==> src/rtl/core/assert_macros.svh <==
// assertion helpers for the rtl
`ifndef ASSERT_MACROS_SVH
`define ASSERT_MACROS_SVH

// checked only while out of reset
`define ASSERT_RST(lbl, ck, rn, prop) \
  lbl: assert property (@(posedge ck) disable iff (!rn) prop) \
    else $error("assertion failed");

// checked at every edge, reset included
`define ASSERT_ALWAYS(lbl, ck, prop) \
  lbl: assert property (@(posedge ck) prop) \
    else $error("assertion failed");

`endif

==> src/rtl/core/ntpm_pkg.sv <==
package ntpm_pkg;

  localparam int MAX_ENTRIES = 4096;
  localparam int IDX_W       = $clog2(MAX_ENTRIES);
  localparam int CNT_W       = IDX_W + 1;
  localparam int TIME_BITS   = 40;
  localparam int MASS_BITS   = 48;
  localparam int TOL_W       = 40;
  localparam int CFG_W       = 40;
  localparam int CFG_IDX_W   = 1;

  localparam logic [TOL_W-1:0] TOL_RESET = TOL_W'(1000);
  localparam logic [CNT_W-1:0] CNT_MAX   = CNT_W'(MAX_ENTRIES);

  localparam logic OP_LOAD  = 1'b0;
  localparam logic OP_QUERY = 1'b1;

  localparam logic [CFG_IDX_W-1:0] CFG_TOL   = CFG_IDX_W'(0);
  localparam logic [CFG_IDX_W-1:0] CFG_COUNT = CFG_IDX_W'(1);

  typedef enum logic [1:0] {
    RD_MID,
    RD_LO,
    RD_LAST,
    RD_PREV
  } rd_sel_t;

  typedef struct packed {
    logic    load_we;
    logic    start;
    logic    step;
    logic    take_cand;
    logic    take_prev;
    logic    out_load;
    rd_sel_t rd_sel;
  } ntpm_cmd_t;

  typedef struct packed {
    logic empty;
    logic more;
    logic beyond;
    logic lo_zero;
  } ntpm_sts_t;

endpackage

==> src/rtl/core/ntpm_ctrl.sv <==
module ntpm_ctrl (
  input  logic                clk,
  input  logic                rst_n,
  input  logic                in_valid,
  input  logic                in_op,
  output logic                in_ready,
  output logic                out_valid,
  input  logic                out_ready,
  input  ntpm_pkg::ntpm_sts_t sts,
  output ntpm_pkg::ntpm_cmd_t cmd
);

  typedef enum logic [2:0] {
    ST_IDLE,
    ST_SEARCH,
    ST_LAST,
    ST_CAND,
    ST_PREV,
    ST_JUDGE
  } state_t;

  state_t state_r, state_nxt;
  logic   out_valid_r, out_valid_nxt;

  always_comb begin
    state_nxt     = state_r;
    out_valid_nxt = out_valid_r && !out_ready;
    cmd           = '0;
    cmd.rd_sel    = ntpm_pkg::RD_MID;
    in_ready      = 1'b0;
    unique case (state_r)
      ST_IDLE: begin
        in_ready = 1'b1;
        if (in_valid) begin
          if (in_op == ntpm_pkg::OP_LOAD) begin
            cmd.load_we = 1'b1;
          end else begin
            cmd.start = 1'b1;
            state_nxt = sts.empty ? ST_JUDGE : ST_SEARCH;
          end
        end
      end
      ST_SEARCH: begin
        cmd.step = 1'b1;
        if (sts.more) begin
          cmd.rd_sel = ntpm_pkg::RD_MID;
        end else if (sts.beyond) begin
          cmd.rd_sel = ntpm_pkg::RD_LAST;
          state_nxt  = ST_LAST;
        end else begin
          cmd.rd_sel = ntpm_pkg::RD_LO;
          state_nxt  = ST_CAND;
        end
      end
      ST_LAST: begin
        cmd.take_cand = 1'b1;
        state_nxt     = ST_JUDGE;
      end
      ST_CAND: begin
        cmd.take_cand = 1'b1;
        if (sts.lo_zero) begin
          state_nxt = ST_JUDGE;
        end else begin
          cmd.rd_sel = ntpm_pkg::RD_PREV;
          state_nxt  = ST_PREV;
        end
      end
      ST_PREV: begin
        cmd.take_prev = 1'b1;
        state_nxt     = ST_JUDGE;
      end
      ST_JUDGE: begin
        if (!out_valid_r || out_ready) begin
          cmd.out_load  = 1'b1;
          out_valid_nxt = 1'b1;
          state_nxt     = ST_IDLE;
        end
      end
      default: state_nxt = ST_IDLE;
    endcase
  end

  always_ff @(posedge clk) begin
    if (!rst_n) begin
      state_r     <= ST_IDLE;
      out_valid_r <= 1'b0;
    end else begin
      state_r     <= state_nxt;
      out_valid_r <= out_valid_nxt;
    end
  end

  assign out_valid = out_valid_r;

endmodule
==> config.mk <==
export PLATFORM = sky130hd
export DESIGN_NAME = ntpm_ctrl
export DESIGN_NICKNAME = d
export VERILOG_FILES = /design/src/rtl/core/assert_macros.svh /design/src/rtl/core/ntpm_pkg.sv /design/src/rtl/core/ntpm_ctrl.sv
export SDC_FILE = /design/constraint.sdc
export NUM_CORES = 1
export LEC_CHECK = 0
export BUFFER_PORTS_ARGS = -buffer_cell sky130_fd_sc_hd__buf_4
export CAP_MARGIN = 20
export CORE_AREA = 2 2 39 41
export CTS_CLUSTER_SIZE = 14
export DETAILED_ROUTE_END_ITERATION = 12
export DIE_AREA = 0 0 41 43
export SLEW_MARGIN = 20
export SYNTH_ARGS = -nofsm -noshare
export SYNTH_HDL_FRONTEND = slang
export SYNTH_SLANG_ARGS = --single-unit
export TNS_END_PERCENT = 10
==> constraint.sdc <==
create_clock -name clk -period 1.5 [get_ports clk]
set_input_delay 0.15 -clock clk [delete_from_list [all_inputs] [get_ports clk]]
set_output_delay 0.15 -clock clk [all_outputs]
set_load 0.02 [all_outputs]
# Yosys cells after proc, flatten, opt, wreduce, memory -nomap -nowiden
# Cells that the tools add are included.
[totals] regBits=4 input_bits=9 wordCells=43
[op_classes] n_eq_ne=9 mux=24 n_reduce_logical=8
[op_table] op="two-way mux 3 bit" n=5
[op_table] op="case mux 3 bit (5 select lines)" n=1
[op_table] op="two-way mux 1 bit" n=12
[op_table] op="two-way mux 2 bit" n=5
[op_table] op="inequality test 2 bit (second input constant)" n=4
[op_table] op="equality test 3 x 2 -> 1 bit (second input constant)" n=2
[op_table] op="equality test 3 bit (second input constant)" n=2
[op_table] op="case mux 2 bit (2 select lines)" n=1
[op_table] op="AND reduction 4 bit" n=1
[op_table] op="OR reduction 2 bit" n=2
[op_table] op="equality test 3 x 1 -> 1 bit (second input constant)" n=1
[op_table] op="logical NOT 3 bit" n=1
[op_table] op="logical NOT 1 bit" n=2
[op_table] op="logical AND 1 bit" n=1
[op_table] op="logical OR 1 bit" n=1

# Depth between registers and ports, before layout
# Gate-level depths: netlist of run 1.
[depth] word_depth=4 depth_mapped=4 mapped_depth_nobuf=3

# Least setup slack after synthesis of run 1
# No wires, ideal clock.
[synth_path] path_type="reg-to-output" startpoint="register state_r[1]" endpoint="output port cmd[7] (netlist name)" arrival_time_ps=1326 required_time_ps=1350 setup_slack_ps=24 path_stages_with_launch=4 n_path_buf=1 path_cell_list="dfxtp_1 buf_4 or3_4 nor3b_1"
[synth_rtl] element="from (decl)" line_no="ntpm_ctrl.sv:22" rtl="state_t state_r, state_nxt;"
[synth_rtl] element="from (signal assigned)" line_no="ntpm_ctrl.sv:88" rtl="state_r <= state_nxt;"
[synth_rtl] element="to (decl)" line_no="ntpm_ctrl.sv:10" rtl="output ntpm_pkg::ntpm_cmd_t cmd"

==> results of run 1 <==
==> layer usage <==
| metal | track usage (%) | vias up | part of all wire, % | routed length (um) |
|---|---|---|---|---|
| met5 | 0 | - | 0 | 0 |
| met4 | 6.00 | 0 | 1.8 | 14 |
| met3 | 7.85 | 2 | 8.1 | 65 |
| met2 | 15.9 | 13 | 49 | 389 |
| met1 | 10.3 | 141 | 41 | 330 |
| li1 | - | 178 | - | - |
==> sequential cells by signal, indices dropped and copies added (netlist names) <==
register	flops
state_r	3
out_valid	1
==> metrics by stage <==
stage / util, % / setup slack, ns / power (mW)
after floorplan: - / 0.0238 / 0.219
after global routing: 34.8 / 0.000646 / 0.435
after detailed placement: 31.6 / 0.216 / 0.266
final: 34.8 / 0.0478 / 0.409
after CTS: 33.8 / 0.0320 / 0.415
after global placement: 31.6 / 0.240 / 0.265
==> repair_timing <==
item | 4_1_cts | 5_1_grt
gates cloned | 0 | 0
setup endpoints to repair | 2 | 2
gates resized for setup | 4 | 2
hold endpoints to repair | 0 | 0
buffers inserted | 0 | 1
pin swaps | 0 | 0
==> where the power goes <==
part	internal (mW)	switching (mW)	leakage [nW]
clock network	0.0899	0.0500	0.0138
registers	0.115	0.0141	0.0342
logic	0.0724	0.0675	0.167
==> cell usage after synthesis, drive strengths merged <==
| library cell | count |
|---|---|
| a21oi | 6 |
| nor2 | 6 |
| dfxtp | 4 |
| buf | 3 |
| nand2 | 3 |
| and2 | 2 |
| inv | 2 |
| nand2b | 2 |
| o21a | 2 |
| or2b | 2 |
| or3 | 2 |
| a21boi | 1 |
| clkbuf | 1 |
| mux2i | 1 |
| nand3 | 1 |
| nand3b | 1 |
| nand4b | 1 |
| nor3b | 1 |
| o221a | 1 |
==> layout by cell type (no fill, tap or decap), drive strengths merged, types with 3 or more instances in the layout <==
| master | count |
|---|---|
| nor2 | 6 |
| a21oi | 6 |
| dfxtp | 4 |
| clkbuf | 3 |
| buf | 19 |
| nand2 | 3 |
==> cell type report <==
type | instances | area, um^2 | area share (%)
Multi-Input combinational cell | 32 | 199 | 41.3
Timing Repair Buffer | 19 | 146 | 30.4
Sequential cell | 4 | 86.3 | 17.9
Clock buffer | 3 | 22.5 | 4.68
Tap cell | 16 | 20.0 | 4.16
Inverter | 2 | 7.51 | 1.56
==> worst max path at each step <==
| stage | end | cells past startpoint | from | slack [ns] |
|---|---|---|---|---|
| 2_1_floorplan | cmd[7] | 3 | state_r[1]$_SDFFE_PN0P_ | 0.02 |
| 3_3_place_gp | cmd[7] | 3 | state_r[2]$_SDFFE_PN0P_ | 0.24 |
| 3_5_place_dp | cmd[7] | 3 | state_r[1]$_SDFFE_PN0P_ | 0.22 |
| 4_1_cts | cmd[7] | 3 | state_r[1]$_SDFFE_PN0P_ | 0.03 |
| 5_1_grt | cmd[6] | 4 | state_r[2]$_SDFFE_PN0P_ | 0.0006 |
| 6_report | cmd[6] | 4 | state_r[2]$_SDFFE_PN0P_ | 0.05 |
==> cells by family after synthesis <==
group	Yosys count	synth area share, %
buffers and inverters	6	12.0
flip-flops	4	25.7
AO/OA/AOI/OAI	10	20.5
multiplexers	1	3.21
AND/OR/NAND/NOR	21	38.6
==> insert_results.sql, run 1 <==
INSERT INTO impl_metrics (metric_group, metric, value, unit) VALUES
('hold_path', 'hold_path_end', 'state_r[2]$_SDFFE_PN0P_', ''),
('setup_path', 'worst-endpoint-arrival', '1.30', 'ns'),
('timing', 'final_hold_viol_count', '0', ''),
('setup_path', 'required', '1.35', 'ns'),
('global_route', 'pin_count_of_the_biggest_net_entering_global_routing', '10', ''),
('setup_path', 'worstPathCellList', 'or3_4 > inv_1 > and2_1 > buf_6', ''),
('setup_path', 'critPathBufInv', '2', ''),
('yosys', 'post_synth_inst_count', '42', ''),
('setup_path', 'timing.rr.start', 'state_r[2]$_SDFFE_PN0P_', ''),
('timing', 'clock.fmax', '689', 'MHz'),
('drt', 'final_antenna_net_count', '0', ''),
('timing', 'final_period_minus_worst_setup_slack', '1.45', 'ns'),
('die', 'initial_core_util', '22.5', '%'),
('timing', 'totalNegativeSetupSlack', '0', 'ns'),
('clock_network', 'cts_tree', 'built', ''),
('yosys', 'part_of_the_yosys_area_used_for_sequential_elements', '25.7', '%'),
('global_route', 'track_usage', '10.7', '%'),
('global_route', 'via_count_of_the_first_global_routing_pass', '306', ''),
('yosys', 'synth_nets', '51', ''),
('timing', 'hold_slack', '0.157', 'ns'),
('timing', 'report.final.setup_viol', '0', ''),
('die', 'placementRows', '14', ''),
('setup_path', 'reg2regPathDepth', '2', ''),
('die', 'die_h', '43', 'um'),
('clock_network', 'tritoncts.num_buffers', '3', ''),
('setup_path', 'worst_setup_path_end_kind', 'primary output', ''),
('drt', 'first_pass_iters', '1', ''),
('clock_network', 'insertion_delay_of_the_later_clocked_pin_in_the_worst_skew_pair', '0.24', 'ns'),
('timing', 'relSlewSlack', '92.4', '%'),
('clock_network', 'cts_buffer_depth', '2', ''),
('clock_network', 'clock_tree.root_cell', 'clkbuf_4', ''),
('setup_path', 'regToRegEndpoint', 'state_r[0]$_SDFFE_PN0P_', ''),
('setup_path', 'crit_slowest_cell', 'or3_4', ''),
('yosys', 'synth_top_cell_area_share', '25.7', '%'),
('final_layout', 'filler_cell_count', '157', ''),
('die', 'io_pins', '19', ''),
('status', 'outcome', 'finished clean', ''),
('power', 'highest_ir_drop_seen_on_vdd', '0.330', 'mV'),
('yosys', 'yosysWarnings', '0', ''),
('die', 'die-width', '41', 'um'),
('clock_network', 'hold_buffers', '0', ''),
('die', 'coreArea', '1380', 'um^2'),
('drt', 'drc', '0', ''),
('global_route', 'initial_antenna_violation_count', '0', ''),
('run', 'drv_cap', '0', ''),
('final_layout', 'antennaDiodeCount', '0', ''),
('global_route', 'grt_pass1_wl', '1200', 'um'),
('drt', 'drtIter0Drc', '0', ''),
('yosys', 'synth.top_cells.by_area', 'dfxtp_1, a21oi_1, nor2_1, buf_4, o21a_1', ''),
('final_layout', 'fin_area', '482', 'um^2'),
('yosys', 'syn-mean-instance-area', '7.42', 'um^2'),
('timing', 'layout_worst_path_cycle_share', '96.8', '%'),
('clock_network', 'clock_tree.htree_level_count', '1', ''),
('place', 'placement.io_buffers', '18', ''),
('timing', 'transition_time_at_the_pin_with_the_least_slew_margin', '0.111', 'ns'),
('drt', 'wire_per_inst', '10.5', 'um'),
('timing', 'final.setup_skew', '0.00640', 'ns'),
('power', 'power.static_leakage', '0.215', 'nW'),
('clock_network', 'worst_setup_hold_path_clk_slew', '0.04', 'ns'),
('setup_path', 'critical_path.max_fanout', '9', ''),
('place', 'post_dp_cell_area', '437', 'um^2'),
('setup_path', 'worst_setup_path_start_kind', 'flip-flop', ''),
('final_layout', 'area_delta_synth_final', '54.6', '%'),
('setup_path', 'crit_path_max_incr_delay', '0.40', 'ns'),
('place', 'finalWeightedCongestion', '0.700', ''),
('die', 'die-area', '1760', 'um^2'),
('hold_path', 'tightest_hold_check_type', 'primary input to flip-flop', ''),
('global_route', 'globalRouteOverflowTotal', '0', ''),
('drt', 'detailroute.via_count', '334', ''),
('final_layout', 'fraction_of_final_layout_cells_with_drive_strength_greater_than_1', '45.0', '%'),
('setup_path', 'critical_path.top_delay_family', 'simple AND/OR/NAND/NOR gates', '');
No activity file was read; power rests on OpenSTA's default activity.
==> run 2, diff against run 1 <==
--- a/config.mk
+++ b/config.mk
@@ -7,2 +7,3 @@
 export LEC_CHECK = 0
+export ABC_AREA = 1
 export BUFFER_PORTS_ARGS = -buffer_cell sky130_fd_sc_hd__buf_4
--- a/constraint.sdc
+++ b/constraint.sdc
@@ -3,2 +3,2 @@
 set_output_delay 0.15 -clock clk [all_outputs]
-set_load 0.02 [all_outputs]
+set_load 0.1 [all_outputs]
==> run 2 against run 1 <==
Sequential cell count stayed put; clock power is 10% lower; sequential power is 11% higher; die area stayed put; critical path type unchanged; largest cell class unchanged; largest power group unchanged.
==> insert_results.sql, run 2 <==
INSERT INTO impl_metrics (metric_group, metric, value, unit) VALUES
('setup_path', 'register_to_register_path_setup_slack', '0.47', 'ns'),
('timing', 'layout_worst_path_cycle_share', '97.8', '%'),
('yosys', 'syn-mean-instance-area', '6.44', 'um^2'),
('setup_path', 'worst_setup_path_start_kind', 'flip-flop', ''),
('setup_path', 'worst_setup_path_end_kind', 'primary output', ''),
('yosys', 'part_of_the_yosys_area_used_for_sequential_elements', '23.4', '%'),
('timing', 'report.final.setup_viol', '0', ''),
('die', 'die-width', '41', 'um'),
('hold_path', 'hold_path_end', 'state_r[0]$_SDFFE_PN0P_', ''),
('yosys', 'synth.distinct_cells', '17', ''),
('timing', 'slew_viol_final', '0', ''),
('place', 'placement.io_buffers', '18', ''),
('clock_network', 'clock_tree.htree_level_count', '1', ''),
('timing', 'clock.fmax', '682', 'MHz'),
('clock_network', 'clock_tree.root_cell', 'clkbuf_4', ''),
('global_route', 'initial_antenna_violation_count', '0', ''),
('yosys', 'yosysWarnings', '0', ''),
('timing', 'transition_time_at_the_pin_with_the_least_slew_margin', '0.323', 'ns'),
('yosys', 'synth.top_cells.by_area', 'dfxtp_1, nand2_1, nand3_2, nor2_1, inv_1', ''),
('clock_network', 'tritoncts.num_buffers', '3', ''),
('status', 'outcome', 'finished clean', ''),
('final_layout', 'finalNonFillerCells', '88', ''),
('power', 'switching_share', '53.7', '%'),
('place', 'finalWeightedCongestion', '0.703', ''),
('drt', 'drc', '0', ''),
('global_route', 'grt_pass1_wl', '1170', 'um'),
('yosys', 'synthFlopType', 'dfxtp_1', ''),
('die', 'initial_core_util', '24.7', '%'),
('yosys', 'ys_seq_elements', '4', ''),
('yosys', 'yosysTopAreaCell', 'dfxtp_1', ''),
('drt', 'wire_per_inst', '8.16', 'um'),
('drt', 'route.final.wire_length', '718', 'um'),
('power', 'power.static_leakage', '0.273', 'nW'),
('power', 'comb_power_share', '60.8', '%'),
('setup_path', 'critPathBufInv', '1', ''),
('hold_path', 'tightest_hold_check_type', 'primary input to flip-flop', ''),
('drt', 'routed_via_density', '4.24', ''),
('setup_path', 'regToRegEndpoint', 'state_r[0]$_SDFFE_PN0P_', ''),
('clock_network', 'cts_tree', 'built', ''),
('final_layout', 'largest_register_ff_count', '3', ''),
('final_layout', 'multi_input_area', '250', 'um^2'),
('power', 'highest_ir_drop_seen_on_vdd', '0.390', 'mV'),
('setup_path', 'worst-endpoint-arrival', '1.32', 'ns'),
('final_layout', 'registers.top_by_ff_count', 'state_r', ''),
('setup_path', 'crit_slowest_cell', 'dfxtp_2', ''),
('yosys', 'synth_area', '342', 'um^2'),
('setup_path', 'required', '1.35', 'ns'),
('die', 'coreArea', '1380', 'um^2'),
('final_layout', 'filler_cell_count', '153', ''),
('clock_network', 'post_cts_buffers', '0', ''),
('global_route', 'pin_count_of_the_biggest_net_entering_global_routing', '9', ''),
('timing', 'final_hold_viol_count', '0', ''),
('final_layout', 'fraction_of_final_layout_cells_with_drive_strength_greater_than_1', '61.1', '%'),
('final_layout', 'mostFrequentLayoutCell', 'buf_4', ''),
('clock_network', 'worst_setup_hold_path_clk_slew', '0.03', 'ns'),
('clock_network', 'cts_buffer_depth', '2', ''),
('die', 'die_h', '43', 'um'),
('run', 'drv_cap', '0', ''),
('global_route', 'track_usage', '10.0', '%'),
('clock_network', 'insertion_delay_of_the_later_clocked_pin_in_the_worst_skew_pair', '0.23', 'ns'),
('place', 'post_dp_cell_area', '527', 'um^2'),
('final_layout', 'area_delta_synth_final', '71.4', '%'),
('global_route', 'via_count_of_the_first_global_routing_pass', '331', ''),
('final_layout', 'most_frequent_cells_in_the_layout', 'buf_4, nand2_1, inv_1, nor2_1', ''),
('yosys', 'netlist_top_cells_count', 'nand2_1, nor2_1, inv_1, dfxtp_1, nand3_2', ''),
('setup_path', 'worstPathCellList', 'nor2_2 > nand2_1 > o31ai_4 > buf_12', ''),
('place', 'dp.final_hpwl', '642', 'um'),
('power', 'power_frac_seq', '20.9', '%'),
('clock_network', 'hold_buffers', '0', ''),
('die', 'die-area', '1760', 'um^2'),
('yosys', 'synth_nets', '62', ''),
('power', 'power-per-cell-area', '1170', 'nW/um^2'),
('yosys', 'synth_top_cell_area_share', '23.4', '%'),
('yosys', 'synth_most_common_cell', 'nand2_1', ''),
('drt', 'first_pass_iters', '2', ''),
('hold_path', 'min-delay-start', 'rst_n', ''),
('setup_path', 'critical_path.max_fanout', '5', ''),
('setup_path', 'reg2regPathDepth', '6', ''),
('place', 'place.detailed.instances', '85', ''),
('setup_path', 'timing.rr.start', 'out_valid$_SDFF_PN0_', ''),
('hold_path', 'min_delay_path_depth', '3', ''),
('power', 'power.switching', '0.369', 'mW'),
('timing', 'hold_slack', '0.166', 'ns'),
('drt', 'drtIter0Drc', '2', ''),
('power', 'power.share.clock', '18.3', '%'),
('drt', 'final_antenna_net_count', '0', ''),
('yosys', 'ys_async_sr_fraction', '0', '%'),
('final_layout', 'final_util', '42.3', '%'),
('setup_path', 'critical_setup_path_class', 'flip-flop to primary output', ''),
('clock_network', 'cts.sink_count', '4', ''),
('final_layout', 'fin_area', '586', 'um^2'),
('timing', 'rsz0062_at_grt', 'yes', ''),
('timing', 'final.setup_skew', '0.0000418', 'ns'),
('final_layout', 'antennaDiodeCount', '0', ''),
('die', 'placementRows', '14', ''),
('power', 'intPower', '0.318', 'mW'),
('yosys', 'post_synth_inst_count', '53', ''),
('yosys', 'synth_edf_count', '0', ''),
('drt', 'detailroute.via_count', '373', ''),
('timing', 'relSlewSlack', '78.4', '%'),
('setup_path', 'crit_path_max_incr_delay', '0.34', 'ns'),
('global_route', 'globalRouteOverflowTotal', '0', ''),
('timing', 'final_period_minus_worst_setup_slack', '1.47', 'ns'),
('setup_path', 'critical_path.top_delay_family', 'flip-flops', ''),
('final_layout', 'final_net_count', '83', ''),
('final_layout', 'register_area', '83.8', 'um^2'),
('die', 'io_pins', '19', '');
## run 2: cell count changes after synthesis, sizes merged, moves of 4 or more
cell and delta:
inv +8, a21oi -4, nand3 +6, nand2 +8, nor2 +6
## run 2: final cells by class
type                            count  area share [%]
Tap cell                           16            3.42
Sequential cell                     4            14.3
Timing Repair Buffer               18            28.6
Clock buffer                        3            3.85
Multi-Input combinational cell     37            42.7
Inverter                           10            7.05
## run 2: timing repair
item	4_1_cts	5_1_grt
endpoints found under the setup margin	4	4
hold endpoints to repair	0	0
resized for setup	6	5
## run 2: worst min-delay path: cells and delay by family
kind / cells / cell delay (ns)
buffers and inverters: 1 / 0.11
and+or+nand+nor: 2 / 0.09
## run 2: kinds of logic after synthesis
group,synth area share (%)
and+or+nand+nor,52.0
buffers and inverters,16.5
DFF,23.4
AOI/OAI and AO/OA,8.06
## run 2: worst max path at each step
stage | start | to | depth (start not counted)
CTS | state_r[2]$_SDFFE_PN0P_ | cmd[1] | 4
floorplan | state_r[2]$_SDFFE_PN0P_ | cmd[3] | 2
detailed placement | state_r[0]$_SDFFE_PN0P_ | cmd[1] | 3
finish | state_r[2]$_SDFFE_PN0P_ | cmd[1] | 4
global route | state_r[2]$_SDFFE_PN0P_ | cmd[1] | 4
global placement | state_r[1]$_SDFFE_PN0P_ | cmd[1] | 5
## run 2: layer usage
layer  routed length, um  global-route usage, %  part of all wire [%]
met5                   0                      0                     0
met4                   0                   10.0                     0
met3                  63                   1.57                   8.8
met2                 377                   15.0                    53
met1                 277                   10.9                    39
## run 2: through the flow
| step | power (mW) | TNS (ns) | setup WS (ns) |
|---|---|---|---|
| after floorplan | 0.484 | -1.71 | -0.306 |
| after global placement | 0.546 | 0 | 0.137 |
| after detailed placement | 0.548 | 0 | 0.126 |
| after CTS | 0.689 | 0 | 0.0100 |
| after global routing | 0.726 | -0.0786 | -0.0495 |
| final | 0.687 | 0 | 0.0327 |
## run 2: power groups by stage
| stage | combinational, mW | clock (mW) | sequential, mW |
|---|---|---|---|
| after floorplan | 0.348 | 0 | 0.136 |
| after global placement | 0.404 | 0 | 0.142 |
| after detailed placement | 0.405 | 0 | 0.143 |
| after CTS | 0.411 | 0.135 | 0.144 |
| after global routing | 0.444 | 0.137 | 0.146 |
| final | 0.418 | 0.126 | 0.143 |
